### src/design/rdfc_pkg.sv
// ----------------------------------------------------------------------------
// rdfc_pkg
// Types and constants of the rx descriptor frame checker.
// ----------------------------------------------------------------------------
package rdfc_pkg;

  typedef enum logic [1:0] {
    OutReady    = 2'd0,
    OutDrop     = 2'd1,
    OutNotReady = 2'd2
  } outcome_e;

  // status word bit positions
  localparam int unsigned StOwn   = 31;
  localparam int unsigned StAfm   = 30;
  localparam int unsigned FlLsb   = 16;
  localparam int unsigned FlW     = 14;
  localparam int unsigned StEs    = 15;
  localparam int unsigned StFs    = 9;
  localparam int unsigned StLs    = 8;
  localparam int unsigned StIphce = 7;
  localparam int unsigned StFt    = 5;
  localparam int unsigned StPce   = 0;

  // low status bits equal to exactly LS | FT | PCE
  localparam logic [8:0] LowCsumOnly = 9'h121;

  localparam int unsigned CntW = 7;

  // register index decoded from paddr[2]
  localparam logic RegOffload  = 1'b0;
  localparam logic RegRingSize = 1'b1;

  typedef struct packed {
    logic                emit;
    outcome_e            outcome;
    logic [CntW-1:0]     cnt;
    logic [FlW-1:0]      len;
  } res_t;

endpackage

### src/design/rx_descriptor_frame_checker_unit.sv
// ----------------------------------------------------------------------------
// rx_descriptor_frame_checker_unit
// Receive descriptor frame checker, one descriptor per cycle unless the result channel stalls.
// ----------------------------------------------------------------------------
// Input channel (in_valid_i / in_ready_o) takes one rx descriptor status item
// per cycle, in ring order. Output channel (out_valid_o / out_ready_i) gives
// one result item for a descriptor that ends a frame attempt: frame ready,
// drop, or not ready. Descriptors that only continue a frame give no item.
// Each result is registered: its descriptor is held in the input register, then
// the decision is captured in the result register.
// Throughput: one item per cycle while results are taken; the frame count update
// is a single compare-and-increment between the input and result registers.
// When the receiver stalls with a result held, the next descriptor waits in
// the input register; ones that give no result still pass and update the count.
// Reset clears both valid flags and the frame count, sets checksum_offload to 0
// and ring_size to 4. The user writes config over APB while idle; not enforced.
// ----------------------------------------------------------------------------
module rx_descriptor_frame_checker_unit
  import rdfc_pkg::*;
#(
  parameter int unsigned RING_MAX = 64
) (
  input  logic        clk_i,
  input  logic        rst_ni,
  input  logic        psel,
  input  logic        penable,
  input  logic        pwrite,
  input  logic [2:0]  paddr,
  input  logic [31:0] pwdata,
  output logic [31:0] prdata,
  output logic        pready,
  input  logic        in_valid_i,
  output logic        in_ready_o,
  input  logic [31:0] desc_status_i,
  input  logic        ext_checksum_bypassed_i,
  input  logic        ext_payload_error_i,
  input  logic        ext_header_error_i,
  output logic        out_valid_o,
  input  logic        out_ready_i,
  output logic [1:0]  outcome_o,
  output logic [6:0]  desc_cnt_o,
  output logic [13:0] frame_length_o
);

  localparam int unsigned RingCapInt = (RING_MAX > 127) ? 127 : RING_MAX;
  localparam logic [CntW-1:0] RingCap = CntW'(RingCapInt);

  logic            offload_q;
  logic [CntW-1:0] ring_size_q;
  logic [CntW-1:0] lim;

  logic            s1_vld_q;
  logic [31:0]     s1_status_q;
  logic            s1_byp_q;
  logic            s1_pay_q;
  logic            s1_hdr_q;
  logic            s1_go;
  logic            in_acc;

  logic [CntW-1:0] count_q;
  logic [CntW-1:0] count_d;
  res_t            res;

  logic            out_vld_q;
  outcome_e        out_outcome_q;
  logic [CntW-1:0] out_cnt_q;
  logic [FlW-1:0]  out_len_q;

  // config port
  assign pready = 1'b1;

  always_ff @(posedge clk_i or negedge rst_ni) begin
    if (!rst_ni) begin
      offload_q   <= 1'b0;
      ring_size_q <= CntW'(4);
    end else if (psel && penable && pwrite) begin
      case (paddr[2])
        RegOffload:  offload_q   <= pwdata[0];
        RegRingSize: ring_size_q <= pwdata[CntW-1:0];
        default: ;
      endcase
    end
  end

  always_comb begin
    case (paddr[2])
      RegOffload:  prdata = {31'd0, offload_q};
      RegRingSize: prdata = {{(32-CntW){1'b0}}, ring_size_q};
      default:     prdata = '0;
    endcase
  end

  always_comb begin
    if (ring_size_q == '0) begin
      lim = CntW'(1);
    end else if (ring_size_q > RingCap) begin
      lim = RingCap;
    end else begin
      lim = ring_size_q;
    end
  end

  // input register
  assign s1_go      = s1_vld_q && (!res.emit || !out_vld_q || out_ready_i);
  assign in_ready_o = !s1_vld_q || s1_go;
  assign in_acc     = in_valid_i && in_ready_o;

  always_ff @(posedge clk_i or negedge rst_ni) begin
    if (!rst_ni) begin
      s1_vld_q <= 1'b0;
    end else if (in_acc) begin
      s1_vld_q <= 1'b1;
    end else if (s1_go) begin
      s1_vld_q <= 1'b0;
    end
  end

  always_ff @(posedge clk_i) begin
    if (in_acc) begin
      s1_status_q <= desc_status_i;
      s1_byp_q    <= ext_checksum_bypassed_i;
      s1_pay_q    <= ext_payload_error_i;
      s1_hdr_q    <= ext_header_error_i;
    end
  end

  rdfc_eval u_eval (
    .status_i     (s1_status_q),
    .bypassed_i   (s1_byp_q),
    .pay_err_i    (s1_pay_q),
    .hdr_err_i    (s1_hdr_q),
    .offload_i    (offload_q),
    .lim_i        (lim),
    .count_i      (count_q),
    .res_o        (res),
    .count_next_o (count_d)
  );

  always_ff @(posedge clk_i or negedge rst_ni) begin
    if (!rst_ni) begin
      count_q <= '0;
    end else if (s1_go) begin
      count_q <= count_d;
    end
  end

  // result register
  always_ff @(posedge clk_i or negedge rst_ni) begin
    if (!rst_ni) begin
      out_vld_q <= 1'b0;
    end else if (s1_go && res.emit) begin
      out_vld_q <= 1'b1;
    end else if (out_ready_i) begin
      out_vld_q <= 1'b0;
    end
  end

  always_ff @(posedge clk_i) begin
    if (s1_go && res.emit) begin
      out_outcome_q <= res.outcome;
      out_cnt_q     <= res.cnt;
      out_len_q     <= res.len;
    end
  end

  assign out_valid_o    = out_vld_q;
  assign outcome_o      = out_outcome_q;
  assign desc_cnt_o     = out_cnt_q;
  assign frame_length_o = out_len_q;

endmodule

### src/design/rdfc_eval.sv
// ----------------------------------------------------------------------------
// rdfc_eval
// Decision logic for one descriptor against the current frame count.
// ----------------------------------------------------------------------------
module rdfc_eval
  import rdfc_pkg::*;
(
  input  logic [31:0]     status_i,
  input  logic            bypassed_i,
  input  logic            pay_err_i,
  input  logic            hdr_err_i,
  input  logic            offload_i,
  input  logic [CntW-1:0] lim_i,
  input  logic [CntW-1:0] count_i,
  output res_t            res_o,
  output logic [CntW-1:0] count_next_o
);

  logic [CntW-1:0] cnt_base;
  logic [CntW-1:0] cnt;
  logic [FlW-1:0]  len;
  logic            csum_chk;
  logic            csum_drop;

  always_comb begin
    cnt_base  = (count_i >= lim_i) ? (lim_i - CntW'(1)) : count_i;
    cnt       = cnt_base + CntW'(1);
    len       = status_i[FlLsb +: FlW];
    csum_chk  = offload_i && status_i[StFt] && (status_i[StIphce] || status_i[StPce]);
    csum_drop = csum_chk && ((status_i[8:0] != LowCsumOnly) ||
                             (!bypassed_i && (pay_err_i || hdr_err_i)));

    res_o.emit    = 1'b1;
    res_o.outcome = OutDrop;
    res_o.cnt     = cnt;
    res_o.len     = '0;

    if (status_i[StOwn]) begin
      res_o.outcome = OutNotReady;
      res_o.cnt     = '0;
    end else if (status_i[StAfm] || status_i[StEs]) begin
      res_o.outcome = OutDrop;
    end else if (csum_drop) begin
      res_o.outcome = OutDrop;
    end else if ((cnt == CntW'(1)) && !status_i[StFs]) begin
      res_o.outcome = OutDrop;
    end else if (status_i[StLs]) begin
      if (len != '0) begin
        res_o.outcome = OutReady;
        res_o.len     = len;
      end
    end else if (cnt >= lim_i) begin
      res_o.outcome = OutDrop;
    end else begin
      res_o.emit = 1'b0;
      res_o.cnt  = '0;
    end

    count_next_o = res_o.emit ? '0 : cnt;
  end

endmodule

### config.mk
export PLATFORM = sky130hd
export DESIGN_NAME = rx_descriptor_frame_checker_unit
export DESIGN_NICKNAME = d
export VERILOG_FILES = /design/src/design/rdfc_pkg.sv /design/src/design/rx_descriptor_frame_checker_unit.sv /design/src/design/rdfc_eval.sv
export SDC_FILE = /design/constraint.sdc
export NUM_CORES = 1
export LEC_CHECK = 0
export ABC_CLOCK_PERIOD_IN_PS = 8300
export BUFFER_PORTS_ARGS = -buffer_cell sky130_fd_sc_hd__buf_2
export CAP_MARGIN = 25
export CORE_ASPECT_RATIO = 0.9
export CORE_UTILIZATION = 45
export DETAILED_ROUTE_END_ITERATION = 8
export PLACE_DENSITY = 0.7
export SLEW_MARGIN = 10
export SYNTH_ARGS = -nofsm -noshare
export SYNTH_HDL_FRONTEND = slang
export SYNTH_SLANG_ARGS = --single-unit
### constraint.sdc
create_clock -name clk_i -period 8.3 [get_ports clk_i]
set_clock_uncertainty 0.05 [all_clocks]
set_input_delay 0.83 -clock clk_i [delete_from_list [all_inputs] [get_ports clk_i]]
set_output_delay 0.83 -clock clk_i [all_outputs]
set_load 0.03 [all_outputs]
==> results by group <==
Timing
  • Worst slew pin tran: ~970 ps
  • Aggregate negative setup slack: 0 ps
  • Final count of negative-setup-slack endpoints: 0
  • PnR worst setup slack: around 1600 ps
  • Max-slew violation count: 0
  • Final worst path period share: 81.32%
  • Headroom to the max-slew limit: 35.28%
  • Final period demand of the worst path: between 6000 and 7000 ps
  • Max frequency: ~0.15 GHz
  • Final hold violation count: 0
  • RSZ-0062 raised after global routing: no

Critical path
  • Worst Path Class, Setup: reg -> out
  • Family with the most delay on the worst path: compound AO/OA/AOI/OAI gates
  • Worst Path Buf+Inv: 3
  • Critical Path Start: ring_size_q[6]
  • Endpoint of the lowest-slack register-to-register path: s1_byp_q
  • Arrival time at the worst endpoint: ~6000 ps
  • Cells along the critical path: or4_4, o22ai_4, ha_1, nand2b_1, a2111oi_2, o31ai_1, a21oi_1, ha_1, inv_1, nand2_1, a21oi_1, or2_2, inv_1, ha_1, a21o_1, a21oi_1, o22ai_1, nor4_1, nand2_1, nand3_1, buf_2
  • Critical path startpoint category: flip-flop
  • Levels on crit path: 21
  • Reg2reg start: ring_size_q[6]
  • Critical path endpoint: in_ready_o
  • Cell with the biggest individual delay on the critical path: or4_4
  • Highest fanout seen on the critical path: 15
  • CP endpoint kind: output pin
  • Worst reg2reg path depth: 20
  • Req. time, crit path: approximately 7400 ps
  • R2R setup slack: approximately 1800 ps
  • Largest stage delay on the critical path: approximately 590 ps

CTS
  • Clk root buf: clkbuf_8
  • Maximum clock insertion buffer count: 2
  • Inserted Clock Buffers: 9
  • TritonCTS clock tree: yes
  • Number of buffers inserted by hold repair at cts: 0
  • Sink count of the clock tree: 70
  • Worst-skew pair later-pin latency: 350 ps
  • Worst-path clk slew: 80 ps
  • Post-cts sizing count: 0
  • Number of H-tree levels: 3
  • Post-CTS Setup Bufs: 0

Place
  • Total of buffers placed on input and output ports: 76
  • Final Wtd Congestion: roughly 0.8
  • DP HPWL: approximately 5.4 mm
  • Placement-stage worst setup slack: approximately 1800 ps

Power and ir drop
  • Power Density: around 270 nW/um^2
  • Clock power frac: 25.2%
  • Switching pwr: 0.0004224 W
  • Part of the total power dissipated in combinational logic: 34.8%
  • Highest ir drop seen on vdd: 137.6 uV
  • Cell-internal power: between 0.0007 and 0.0008 W
  • Flop pwr share: 40.0%
  • Switching portion of total power: a little over a third
  • Leakage power figure: around 1.8 nW

Synthesis
  • Number of enable flip-flop cells after synthesis: between 50 and 60
  • Fraction of the mapped netlist area in compound gates: between 9 and 10%
  • Number of standard cells after synthesis: between 300 and 400
  • Cell Area, Synth: about 3800 sq um
  • Proportion of synthesized flip-flops having asynchronous set or reset: between 20% and 30%
  • Biggest area consumer among synthesized cells: edfxtp_1
  • Cells taking the most area after synthesis: edfxtp_1 (42%), dfrtp_1 (11%), ha_1 (5.3%)
  • Share of synthesized cell area in and, or, nand and nor gates: between 10% and 20%
  • Multiplexer fraction of the synthesized cell area: ~3.5%
  • Count of state elements after synthesis: 70
  • Arithmetic-cell share of the synthesized area counting full adders, half adders and majority gates: 5.270%
  • Library cell with the highest instance count after synthesis: edfxtp_1
  • Post-synthesis xor/xnor area fraction: approximately 1.8%
  • Sequential cell area fraction in the yosys report: between 50% and 60%
  • Proportion of netlist area held by the largest area contributor: between 40% and 50%
  • Dominant combinational cell family by area after synthesis: simple AND/OR/NAND/NOR gates
  • Primary FF master, synth: edfxtp_1
  • Commonest cells in the netlist: edfxtp_1 (53), buf_4 (26)
  • Synthesized area divided by synthesized cell count: 11.98 sq um
  • Netlist cell types: between 50 and 60
  • Yosys warnings: 0

Routing
  • DRC violation count after routing: 0
  • Total iterations of the first detailed-routing run: 4
  • Post-DR vias/cell: about 5.2
  • Number of DRC markers after the initial detailed-route iteration: 175
  • Number of routed nets with antenna violations: 0
  • Post-detailed-route wirelength per cell: between 10 and 15 um
  • Vias after detailed routing: around 2600
  • Post-detailed-routing wire length: around 7.3 mm

Finish
  • ANT cells: 0
  • Fraction of final layout cells with drive strength greater than 1: about 32%
  • Net count of the finished layout: 486
  • Area occupied by multi-input gates: between 1500 and 2000 sq um
  • FF/Latch Area: 2018 sq um
  • Growth of design area from synthesis to finish: 15.45%
  • Final-layout fill cell count: 687

Min path
  • Tightest Hold Check Type: in -> async

Floorplanning
  • Die H: roughly 89 um
  • Count of boundary I/O pins: 135
  • Initial Utilization: about 47%
  • Core region area: just over 8000 sq um
  • Die X: slightly below 100 um
  • Number of rows created at floorplan: 31
  • Die area: between 8000 and 9000 sq um

Run status
  • Status: finished clean

Global routing
  • GRT overflow: 0
  • First-pass GRT wire length: 12.08 mm
  • Pin count of the biggest net entering global routing: 31
  • Overall routing resource usage: between 15 and 20%
  • Number of global-route vias before repair: 2461
  • Initial antenna violation count: 0

Job
  • Count of maximum capacitance violations: 0
==> through the flow <==
stage	hold slack (ps)	area, sq um	total power (W)	cells	utilization [%]
3_3_place_gp	471.9	4173	0.0008722	481	51.47
5_1_grt	380.4	4385	0.001246	497	54.10
4_1_cts	344.7	4385	0.001183	497	54.10
2_1_floorplan	427.8	3889	0.0007898	341	-
3_5_place_dp	477.2	4173	0.0008848	481	51.47
6_report	351.8	4385	0.001176	497	54.10
==> logic make-up (layout without fill, tap and decap cells) <==
| family | Yosys count | after routing |
|---|---|---|
| compound gates | 52 | 52 |
| flops | 70 | 70 |
| other cells | 2 | 26 |
| simple gates | 104 | 104 |
| buf+inv | 53 | 110 |
| fa+ha+maj | 16 | 16 |
| xor+xnor | 8 | 8 |
| mux | 12 | 12 |
==> area by class of cell <==
cell class              instances  share of cell area, %
clock inverters                 6                  1.940
well taps                      99                  2.825
repair buffers                 78                  9.016
multi-input cells             218                  35.92
inverters                      16                  1.369
flip-flops and latches         70                  46.02
clock buffers                  10                  2.910
==> cell usage in the layout, fill, tap and decap left out, types with 2 or more instances in the layout <==
master and instances:
nor4_1 6, or2_2 5, clkbuf_8 9, mux2i_1 3
nand2b_1 7, conb_1 26, a21oi_1 14, buf_4 2
inv_1 16, mux2_2 9, xnor2_1 5, bufinv_16 2
nand4_4 2, nor2b_1 2, a21o_1 5, o21a_1 2
o22ai_1 5, nor3b_2 10, nor3_1 8, xor2_1 3
nor2_1 15, nand3_1 9, edfxtp_1 53, nand4_1 2
nor3b_1 6, dfrtp_1 16, nand2_1 16, buf_2 76
o31a_1 5, a31oi_4 2, o311ai_0 2, o21ai_0 6
and2_1 7, ha_1 16
==> worst reg2reg max path, delay by kind of cell (launching register included) <==
family	cells	cell delay [ps]
AO/OA/AOI/OAI	9	2730
AND/OR/NAND/NOR	6	1730
adder cells (fa/ha/maj)	3	860
flip-flops	1	560
buffers and inverters	2	150
==> worst min-delay path by stage <==
stage | from | to | slack, ps | depth (start not counted)
after detailed placement | offload_q | offload_q | 480 | 1
after global placement | offload_q | offload_q | 470 | 1
after CTS | rst_ni | offload_q | 340 | 1
after floorplan | s1_status_q[31] | outcome_o[1] | 430 | 0
final | rst_ni | offload_q | 350 | 1
after global routing | rst_ni | offload_q | 380 | 1
==> power groups by stage <==
stage          Sequential (W)  Combinational, W  Clock [W]
2_1_floorplan        0.000494          0.000295          0
3_3_place_gp         0.000475          0.000397          0
3_5_place_dp         0.000477          0.000408          0
4_1_cts              0.000470          0.000411   0.000302
5_1_grt              0.000477          0.000453   0.000315
6_report             0.000470          0.000410   0.000296
==> state kept, by name, summed over array words and instances (netlist names) <==
name / count
s1_status_q: 27
frame_length_o: 14
count_q: 7
desc_cnt_o: 7
ring_size_q: 7
outcome_o: 2
offload_q: 1
out_valid_o: 1
s1_byp_q: 1
s1_hdr_q: 1
s1_pay_q: 1
s1_vld_q: 1
==> per-layer routing <==
metal  global-route usage (%)  wire length, um
met1                    23.96             3327
met2                    28.61             3362
met3                    4.378              473
met4                    6.106              101
met5                        0                0
Power figures use the tool's default switching activity.
